## src/hw/rtl/orma_pkg.sv

```systemverilog
// Shared constants and controller/datapath types for the ring moving average.
`default_nettype none

package orma_pkg;

   localparam int SAMPLE_W  = 32;
   localparam int WIN_W     = 9;
   localparam int COUNT_W   = 9;
   localparam int MEAN_W    = 40;
   localparam int FRAC_W    = 8;
   localparam int DEPTH_DEF = 256;

   localparam logic [WIN_W-1:0] WIN_RESET = 9'd256;

   localparam logic CMD_PUSH  = 1'b0;
   localparam logic CMD_CLEAR = 1'b1;

   typedef struct packed {
      logic capture;   // latch request, read oldest slot
      logic update;    // ring, index and running sum update
      logic setup;     // load divider operands
      logic step;      // one divider iteration
      logic load;      // move result into output register
   } orma_cmd_type;

   typedef struct packed {
      logic div_last;
   } orma_sts_type;

endpackage

`default_nettype wire

```

## src/hw/rtl/orma_ctrl.sv

```systemverilog
// Sequencer for the ring moving average: handshakes and datapath commands.
`default_nettype none

module orma_ctrl (
   input  wire                    clock,
   input  wire                    reset,
   input  wire                    req_valid,
   output logic                   req_ready,
   output logic                   rsp_valid,
   input  wire                    rsp_ready,
   output orma_pkg::orma_cmd_type cmd,
   input  orma_pkg::orma_sts_type sts
);
   import orma_pkg::*;

   localparam logic [2:0] ST_IDLE   = 3'd0;
   localparam logic [2:0] ST_UPDATE = 3'd1;
   localparam logic [2:0] ST_SETUP  = 3'd2;
   localparam logic [2:0] ST_DIV    = 3'd3;
   localparam logic [2:0] ST_LOAD   = 3'd4;

   logic [2:0] state_ff, state_in;
   logic       rsp_valid_ff, rsp_valid_in;
   logic       out_free;

   assign out_free = !rsp_valid_ff || rsp_ready;

   always_comb begin
      state_in  = state_ff;
      cmd       = '0;
      req_ready = 1'b0;
      unique case (state_ff)
         ST_IDLE: begin
            req_ready = 1'b1;
            if (req_valid) begin
               cmd.capture = 1'b1;
               state_in    = ST_UPDATE;
            end
         end
         ST_UPDATE: begin
            cmd.update = 1'b1;
            state_in   = ST_SETUP;
         end
         ST_SETUP: begin
            cmd.setup = 1'b1;
            state_in  = ST_DIV;
         end
         ST_DIV: begin
            cmd.step = 1'b1;
            if (sts.div_last) begin
               state_in = ST_LOAD;
            end
         end
         ST_LOAD: begin
            // wait here while the previous result is still pending
            if (out_free) begin
               cmd.load = 1'b1;
               state_in = ST_IDLE;
            end
         end
         default: begin
            state_in = ST_IDLE;
         end
      endcase
   end

   always_comb begin
      rsp_valid_in = rsp_valid_ff;
      if (cmd.load) begin
         rsp_valid_in = 1'b1;
      end else if (rsp_ready) begin
         rsp_valid_in = 1'b0;
      end
   end

   always_ff @(posedge clock) begin
      if (reset) begin
         state_ff     <= ST_IDLE;
         rsp_valid_ff <= 1'b0;
      end else begin
         state_ff     <= state_in;
         rsp_valid_ff <= rsp_valid_in;
      end
   end

   assign rsp_valid = rsp_valid_ff;

`ifndef SYNTH
   a_cmd_onehot: assert property (@(posedge clock) disable iff (reset)
      $onehot0({cmd.capture, cmd.update, cmd.setup, cmd.step, cmd.load}))
      else $error("more than one datapath command at once");

   a_capture_then_update: assert property (@(posedge clock) disable iff (reset)
      cmd.capture |=> cmd.update)
      else $error("captured request not followed by update");

   a_load_when_free: assert property (@(posedge clock) disable iff (reset)
      cmd.load |-> (!rsp_valid_ff || rsp_ready))
      else $error("pending response overwritten");

   a_rsp_drop_on_take: assert property (@(posedge clock) disable iff (reset)
      ($fell(rsp_valid_ff) && !$past(reset)) |-> $past(rsp_ready))
      else $error("response withdrawn without handshake");
`endif

endmodule

`default_nettype wire

```

## config.mk

```make
export PLATFORM = sky130hd
export DESIGN_NAME = orma_ctrl
export DESIGN_NICKNAME = d
export VERILOG_FILES = /design/src/hw/rtl/orma_pkg.sv /design/src/hw/rtl/orma_ctrl.sv
export SDC_FILE = /design/constraint.sdc
export NUM_CORES = 1
export LEC_CHECK = 0
export BUFFER_PORTS_ARGS = -buffer_cell sky130_fd_sc_hd__buf_2
export CAP_MARGIN = 0
export CORE_AREA = 8 8 45 47
export DETAILED_ROUTE_END_ITERATION = 8
export DIE_AREA = 0 0 53 55
export SYNTH_ARGS = -nofsm -noshare
export SYNTH_HDL_FRONTEND = slang
export SYNTH_SLANG_ARGS = --single-unit
```

## constraint.sdc

```tcl
create_clock -name clock -period 2.35 [get_ports clock]
set_input_delay 0.1175 -clock clock [delete_from_list [all_inputs] [get_ports clock]]
set_output_delay 0.1175 -clock clock [all_outputs]
set_load 0.005 [all_outputs]
```

==> results.tsv, run 1 <==
metric	value	unit
synthArstFlopShare	0	%
synthFlopType	dfxtp_1	
ys_seq_area_share	34.2	%
port_buffers	11	
report.power.total	0.191	mW
drtIter0Drc	11	
gp_congestion	0.730	
core_area	1380	µm²
relSlewSlack	82.2	%
fin_ws	0.919	ns
cp_data_required_time	2.23	ns
clockBufferDepth	2	
insertedDiodeCount	0	
synth-edff-count	0	
dr.pass1.iters	3	
viasPerCell	4.17	
dpl_worst_slack	1.16	ns
syn_to_final_growth	33.2	%
wl_per_cell	10.1	µm
peakVddDrop	172	µV
overflow	0	
synth_top_area_share	34.2	%
crit_fanout	8	
pwr_density_cell	612	nW/µm²
syn-instance-count	25	
ys_types	20	
fin_crit	1.43	ns
cts_sinks	4	
ys_ff_latch	4	
crit_arrival	1.31	ns
p_clk_share	43.8	%
pin_count	12	
grt_pass1_vias	202	
tightest_slew	0.267	ns
combPwrFrac	14.7	%
p_seq_share	41.5	%
route.detailed.drc	0	
setup_viol	0	
clk_latency	0.23	ns
dieHeight	55	µm
synth_largest_area_cell	dfxtp_1	
critPathMaxStageDelay	0.43	ns
clkTransAtPathRegs	0.04	ns
path_class	flop to output port	
grt_first_pass_wirelength	800	µm
startpoint_type	flop	
grt_max_degree	11	
syn-num-nets	30	
synth.avg_cell_area	9.36	µm²
r2r_setup_slack	1.29	ns
hold_violations	0	
drive_gt1_share	50.0	%
power_switching	0.0450	mW
die_area	2920	µm²
nets	43	
crit_chain	or3b_4 -> nor2b_1 -> buf_2	
hp-class	input port to flop	
yosysMostFrequentCell	dfxtp_1	
start_util	16.9	%
root_buffer	clkbuf_4	
rsz0062_at_grt	no	
synth_area	234	µm²
final_util	22.5	%
cts_resized	0	
hold_buffers	0	
yosys-top-cells-count	dfxtp_1, buf_4, nor3b_1	
p_int	0.146	mW
antenna_found_initial	0	
wirelength	525	µm
ant_nets	0	
min_period_over_period	60.9	%
status	complete, no violations	
clock_skew	0.00199	ns
fin_tns_setup	0	ns
yosys_warnings	0	
rows	14	
cap_viol_max_count	0	
dieWidth	53	µm
cts_setup_buffers	0	
slew_violations	0	
cts_tree	built	
htreeDepth	1	
switching_share	23.6	%
leakage	0.140	nW
end_kind	output port	
max_freq	699	MHz
cts_made_buffers	3	
crit_slowest_cell	dfxtp_1	
yosys-top-cells-area	dfxtp_1, buf_4, nor3b_1	
track_usage	4.26	%
via_count	217	
==> cells in the final DEF, fill, tap and decap left out, types with 2 or more instances in the layout <==
cell type,netlist,final
nor3b_1,2,2
buf_2,1,11
dfxtp_1,4,4
clkbuf_4,0,3
==> stage by stage <==
stage               area [µm²]  cells  hold WS [ns]
floorplan                  234     25         0.180
global placement           289     49         0.343
detailed placement         289     49         0.339
CTS                        312     52        0.0956
global route               312     52        0.0914
finish                     312     52         0.100
==> kinds of logic (layout without fill, tap and decap cells) <==
| logic type | Yosys count | in the layout | share of synthesized area, % |
|---|---|---|---|
| compound gates | 4 | 4 | 13.9 |
| flops | 4 | 4 | 34.2 |
| buf+inv | 3 | 14 | 8.55 |
| simple gates | 14 | 14 | 43.3 |
==> state kept, by name, summed over array words and instances, names as in the netlist <==
| signal | flops |
|---|---|
| state_ff | 3 |
| rsp_valid | 1 |
==> layout make-up <==
| cell class | count | area, µm² |
|---|---|---|
| fillers | 152 | 1070 |
| multi-input cells | 18 | 134 |
| flip-flops and latches | 4 | 80.1 |
| repair buffers | 11 | 55.1 |
| clock buffers | 3 | 22.5 |
| well taps | 16 | 20.0 |
==> power groups by stage <==
stage / Combinational [mW] / Clock (mW) / Sequential, mW
detailed placement: 0.0286 / 0 / 0.0801
finish: 0.0281 / 0.0835 / 0.0791
global route: 0.0312 / 0.0951 / 0.0805
floorplan: 0.0190 / 0 / 0.0760
CTS: 0.0287 / 0.0877 / 0.0791
global placement: 0.0286 / 0 / 0.0801
==> worst max-delay path: cells and delay by family (launching register included) <==
kind          cells  cell delay, ns
simple gates      2            0.54
flops             1            0.43
buf+inv           1            0.11
==> path summary, 6_finish.rpt <==
check | cells past startpoint | startpoint | endpoint
max | 3 | state_ff[2] | cmd[0]
min | 2 | reset | rsp_valid
max reg2reg | 2 | state_ff[2] | rsp_valid
min reg2reg | 1 | state_ff[2] | state_ff[0]
==> metal layers <==
| metal | wire length, µm | track usage [%] | vias to the layer above |
|---|---|---|---|
| met5 | 0 | 0 | - |
| met4 | 23 | 6.47 | 0 |
| met3 | 25 | 2.94 | 2 |
| met2 | 286 | 5.86 | 6 |
| met1 | 189 | 3.34 | 98 |
| li1 | - | - | 111 |
(Power assumes the default switching activity.)
==> inputs of run 2 (changes only) <==
clock period = 1.35 ns   (was 2.35 ns; I/O delays follow)
==> results.tsv, run 2 (same netlist as run 1, synthesis figures left out) <==
metric	value	unit	change
status	complete, no violations		unchanged
hold_buffers	0		unchanged
syn_to_final_growth	39.0	%	was 33.2%
slew_violations	0		unchanged
p_seq_share	41.5	%	about the same
clock_skew	0.00192	ns	was 0.00199 ns
crit_fanout	8		unchanged
tightest_slew	0.200	ns	was 0.267 ns
placed_cells	49		unchanged
port_buffers	11		unchanged
wl_per_cell	11.8	µm	was 10.1 µm
wirelength	626	µm	was 525 µm
crit_arrival	1.23	ns	was 1.31 ns
cap_viol_max_count	0		unchanged
r2r_setup_slack	0.24	ns	was 1.29 ns
nFillCells	158		was 152
crit_path_end	cmd[0]		unchanged
root_buffer	clkbuf_4		unchanged
mostFrequentLayoutCells	buf_2, clkbuf_4, nor3b_1, dfxtp_2		was buf_2, dfxtp_1, clkbuf_4
switching_share	23.9	%	was 23.6%
crit_path_start	state_ff[2]		unchanged
largest_register_ffs	3		unchanged
insertedDiodeCount	0		unchanged
min_period_over_period	96.0	%	
dieHeight	55	µm	unchanged
dp_hpwl	435	µm	
clkTransAtPathRegs	0.04	ns	about the same
start_util	16.9	%	unchanged
hp-class	input port to flop		unchanged
cts_made_buffers	3		unchanged
htreeDepth	1		unchanged
grt_first_pass_wirelength	938	µm	was 800 µm
hold_violations	0		unchanged
fin_crit	1.30	ns	
end_kind	output port		unchanged
drtIter0Drc	8		was 11
cp_data_required_time	1.28	ns	was 2.23 ns
via_count	228		was 217
p_clk_share	43.6	%	was 43.8%
track_usage	4.86	%	was 4.26%
core_area	1380	µm²	unchanged
dr.pass1.iters	2		was 3
cts_tree	built		unchanged
grt_max_degree	11		unchanged
regMostFlops	state_ff		unchanged
rsz0062_at_grt	no		unchanged
nets	44		was 43
drive_gt1_share	59.5	%	was 50.0%
cts_sinks	4		unchanged
path_class	flop to output port		unchanged
rr_worst_depth	3		was 2
timing.rr.start	state_ff[2]		unchanged
fin_tns_setup	0	ns	unchanged
pin_count	12		unchanged
leakage	0.146	nW	was 0.140 nW
relSlewSlack	86.5	%	was 82.2%
antenna_found_initial	0		unchanged
max_freq	771	MHz	
clockBufferDepth	2		unchanged
ant_nets	0		unchanged
route.detailed.drc	0		unchanged
setup_viol	0		unchanged
rows	14		unchanged
power_switching	0.0794	mW	was 0.0450 mW
overflow	0		unchanged
dieWidth	53	µm	unchanged
clk_latency	0.23	ns	about the same
grt_pass1_vias	232		was 202
r2r_end	rsp_valid		unchanged
startpoint_type	flop		unchanged
mostFrequentLayoutCell	buf_2		unchanged
pwr_density_cell	1020	nW/µm²	was 612 nW/µm²
p_int	0.253	mW	was 0.146 mW
viasPerCell	4.30		was 4.17
gp_congestion	0.682		was 0.730
combPwrFrac	14.9	%	was 14.7%
die_area	2920	µm²	unchanged
peakVddDrop	381	µV	was 172 µV
instances_no_fill	53		was 52
run 2: cell types whose count changed in the layout (fill, tap and decap cells not counted):
cell / delta
buf_4: +1
dfxtp_4: +1
dfxtp_2: +2
dfxtp_1: -3
run 2: how the worst min path moves through the flow:
stage	depth (start not counted)	endpoint	start	slack, ns
2_1_floorplan	1	rsp_valid	reset	0.13
4_1_cts	2	rsp_valid	reset	0.05
3_5_place_dp	2	rsp_valid	reset	0.30
6_report	2	rsp_valid	reset	0.07
5_1_grt	2	rsp_valid	reset	0.06
3_3_place_gp	2	rsp_valid	reset	0.29
run 2: critical path, stage by stage (launching register included):
cell and delay (ns):
dfxtp_4 0.37, or3b_4 0.40, nor2b_1 0.11, buf_2 0.12
run 2: layer usage:
metal / up-vias / track usage [%] / wire [µm]
met1: 103 / 3.34 / 219
met5: - / 0 / 0
li1: 115 / - / -
met4: 0 / 9.05 / 48
met2: 6 / 8.01 / 338
met3: 4 / 1.34 / 19
run 2: area by class of cell:
class                           instances  area [µm²]  area share (%)
Tap cell                               16        20.0            6.15
Multi-Input combinational cell         18         134            41.2
Clock buffer                            3        22.5            6.92
Timing Repair Buffer                   12        62.6            19.2
Sequential cell                         4        86.3            26.5
run 2: power groups by stage:
stage / clock (mW) / combinational [mW] / sequential, mW
6_report: 0.145 / 0.0496 / 0.138
5_1_grt: 0.164 / 0.0563 / 0.141
4_1_cts: 0.154 / 0.0498 / 0.138
3_5_place_dp: 0 / 0.0492 / 0.140
3_3_place_gp: 0 / 0.0488 / 0.140
2_1_floorplan: 0 / 0.0331 / 0.132
run 2: through the flow:
step                      hold WS [ns]  instance area [µm²]  power, mW  setup slack [ns]  util, %
after CTS                       0.0508                  313      0.342           0.00497     22.6
after global routing            0.0559                  325      0.361           0.00528     23.5
after floorplan                  0.130                  234      0.165             0.265        -
after detailed placement         0.301                  289      0.189             0.198     20.9
after global placement           0.287                  289      0.189             0.202     20.9
final                           0.0654                  325      0.333            0.0537     23.5
run 2: timing repair:
| item | 4_1_cts | 5_1_grt |
|---|---|---|
| setup endpoints to repair | 1 | 1 |
| gates resized for setup | 1 | 3 |
| buffers inserted | 0 | 1 |
==> inputs of run 3 (changes only) <==
REMOVE_ABC_BUFFERS = 1   (was not set)
==> results.tsv, run 3 (same netlist as run 1, synthesis figures left out) <==
metric	value	unit	change
cp_data_required_time	1.28	ns	about the same
cts_tree	built		unchanged
startpoint_type	flop		unchanged
syn_to_final_growth	41.2	%	was 39.0%
grt_pass1_vias	216		was 232
placed_cells	49		unchanged
route.detailed.drc	0		unchanged
crit_arrival	1.23	ns	about the same
min_period_over_period	95.8	%	was 96.0%
crit_chain	or3b_4 -> nor2b_1 -> buf_2		unchanged
clk_latency	0.23	ns	about the same
port_buffers	11		unchanged
overflow	0		unchanged
fin_crit	1.29	ns	was 1.30 ns
insertedDiodeCount	0		unchanged
max_freq	774	MHz	was 771 MHz
switching_share	24.0	%	was 23.9%
multi_input_area	134	µm²	unchanged
mostFrequentLayoutCell	buf_2		unchanged
path_class	flop to output port		unchanged
setup_viol	0		unchanged
regMostFlops	state_ff		unchanged
dpl_worst_slack	0.207	ns	was 0.198 ns
report.power.total	0.332	mW	was 0.333 mW
grt_max_degree	11		unchanged
crit_slowest_cell	or3b_4		unchanged
leakage	0.147	nW	was 0.146 nW
dieHeight	55	µm	unchanged
power_switching	0.0797	mW	was 0.0794 mW
p_seq_share	41.3	%	was 41.5%
worst_hold_slack	0.0525	ns	was 0.0654 ns
tightest_slew	0.208	ns	was 0.200 ns
combPwrFrac	14.8	%	was 14.9%
hp-class	input port to flop		unchanged
slew_violations	0		unchanged
seqCellArea	91.3	µm²	was 86.3 µm²
crit_fanout	10		was 8
nets	44		unchanged
fin_tns_setup	0	ns	unchanged
fin_area	330	µm²	was 325 µm²
clkTransAtPathRegs	0.04	ns	about the same
htreeDepth	1		unchanged
crit_buf_inv	1		unchanged
mostFrequentLayoutCells	buf_2, clkbuf_4, dfxtp_4		was buf_2, clkbuf_4, nor3b_1, dfxtp_2
die_area	2920	µm²	unchanged
dieWidth	53	µm	unchanged
relSlewSlack	86.0	%	was 86.5%
status	complete, no violations		unchanged
track_usage	4.53	%	was 4.86%
hold_violations	0		unchanged
gp_congestion	0.677		was 0.682
pin_count	12		unchanged
dr.pass1.iters	2		unchanged
clockBufferDepth	2		unchanged
root_buffer	clkbuf_4		unchanged
pwr_density_cell	1010	nW/µm²	was 1020 nW/µm²
critPathMaxStageDelay	0.41	ns	was 0.40 ns
wl_per_cell	10.9	µm	was 11.8 µm
nFillCells	157		was 158
core_area	1380	µm²	unchanged
p_int	0.253	mW	about the same
cts_made_buffers	3		unchanged
peakVddDrop	330	µV	was 381 µV
end_kind	output port		unchanged
rsz0062_at_grt	no		unchanged
instances_no_fill	53		unchanged
final_util	23.9	%	was 23.5%
cap_viol_max_count	0		unchanged
drive_gt1_share	59.5	%	unchanged
cts_sinks	4		unchanged
drtIter0Drc	2		was 8
via_count	219		was 228
antenna_found_initial	0		unchanged
crit_family	simple AND/OR/NAND/NOR gates		unchanged
post_dp_cell_area	289	µm²	unchanged
grt_first_pass_wirelength	903	µm	was 938 µm
viasPerCell	4.13		was 4.30
largest_register_ffs	3		unchanged
wirelength	576	µm	was 626 µm
p_clk_share	43.9	%	was 43.6%
fin_ws	0.0573	ns	was 0.0537 ns
ant_nets	0		unchanged
clock_skew	0.000867	ns	was 0.00192 ns
rows	14		unchanged
start_util	16.9	%	unchanged
-- run 3: metal layers --
layer  global-route usage (%)  vias up  wire length (µm)
met3                     5.08        2                70
met5                        0        -                 0
li1                         -      114                 -
met1                     4.86       93               272
met2                     5.08       10               225
met4                     2.59        0                 8
-- run 3: final timing paths --
path / from / endpoint / slack [ns] / cells after the start
setup / recovery: state_ff[0] / cmd[0] / 0.06 / 3
hold / removal: reset / rsp_valid / 0.05 / 2
setup reg to reg: state_ff[0] / rsp_valid / 0.26 / 3
hold reg to reg: state_ff[2] / state_ff[0] / 0.46 / 1
-- run 3: repair_timing --
item | 4_1_cts | 5_1_grt
endpoints found under the hold margin | 0 | 0
setup endpoints to repair | 1 | 1
hold buffers | 0 | 0
gates resized for setup | 2 | 4
pin swaps | 0 | 1
buffers inserted | 0 | 1
-- run 3: worst reg2reg max path, stage by stage (launching register included) --
cell and delay, ns:
dfxtp_4 0.36, or3b_4 0.41, buf_4 0.14, a21oi_2 0.11
-- run 3: cell type report --
class                   instances  area share [%]
multi-input cells              18            40.5
flip-flops and latches          4            27.7
repair buffers                 12            18.9
clock buffers                   3            6.82
well taps                      16            6.06
-- run 3: power groups by stage --
stage | logic (mW) | registers [mW] | clock network (mW)
4_1_cts | 0.0498 | 0.138 | 0.154
6_report | 0.0492 | 0.137 | 0.146
2_1_floorplan | 0.0249 | 0.136 | 0
3_3_place_gp | 0.0492 | 0.139 | 0
3_5_place_dp | 0.0496 | 0.140 | 0
5_1_grt | 0.0560 | 0.139 | 0.174
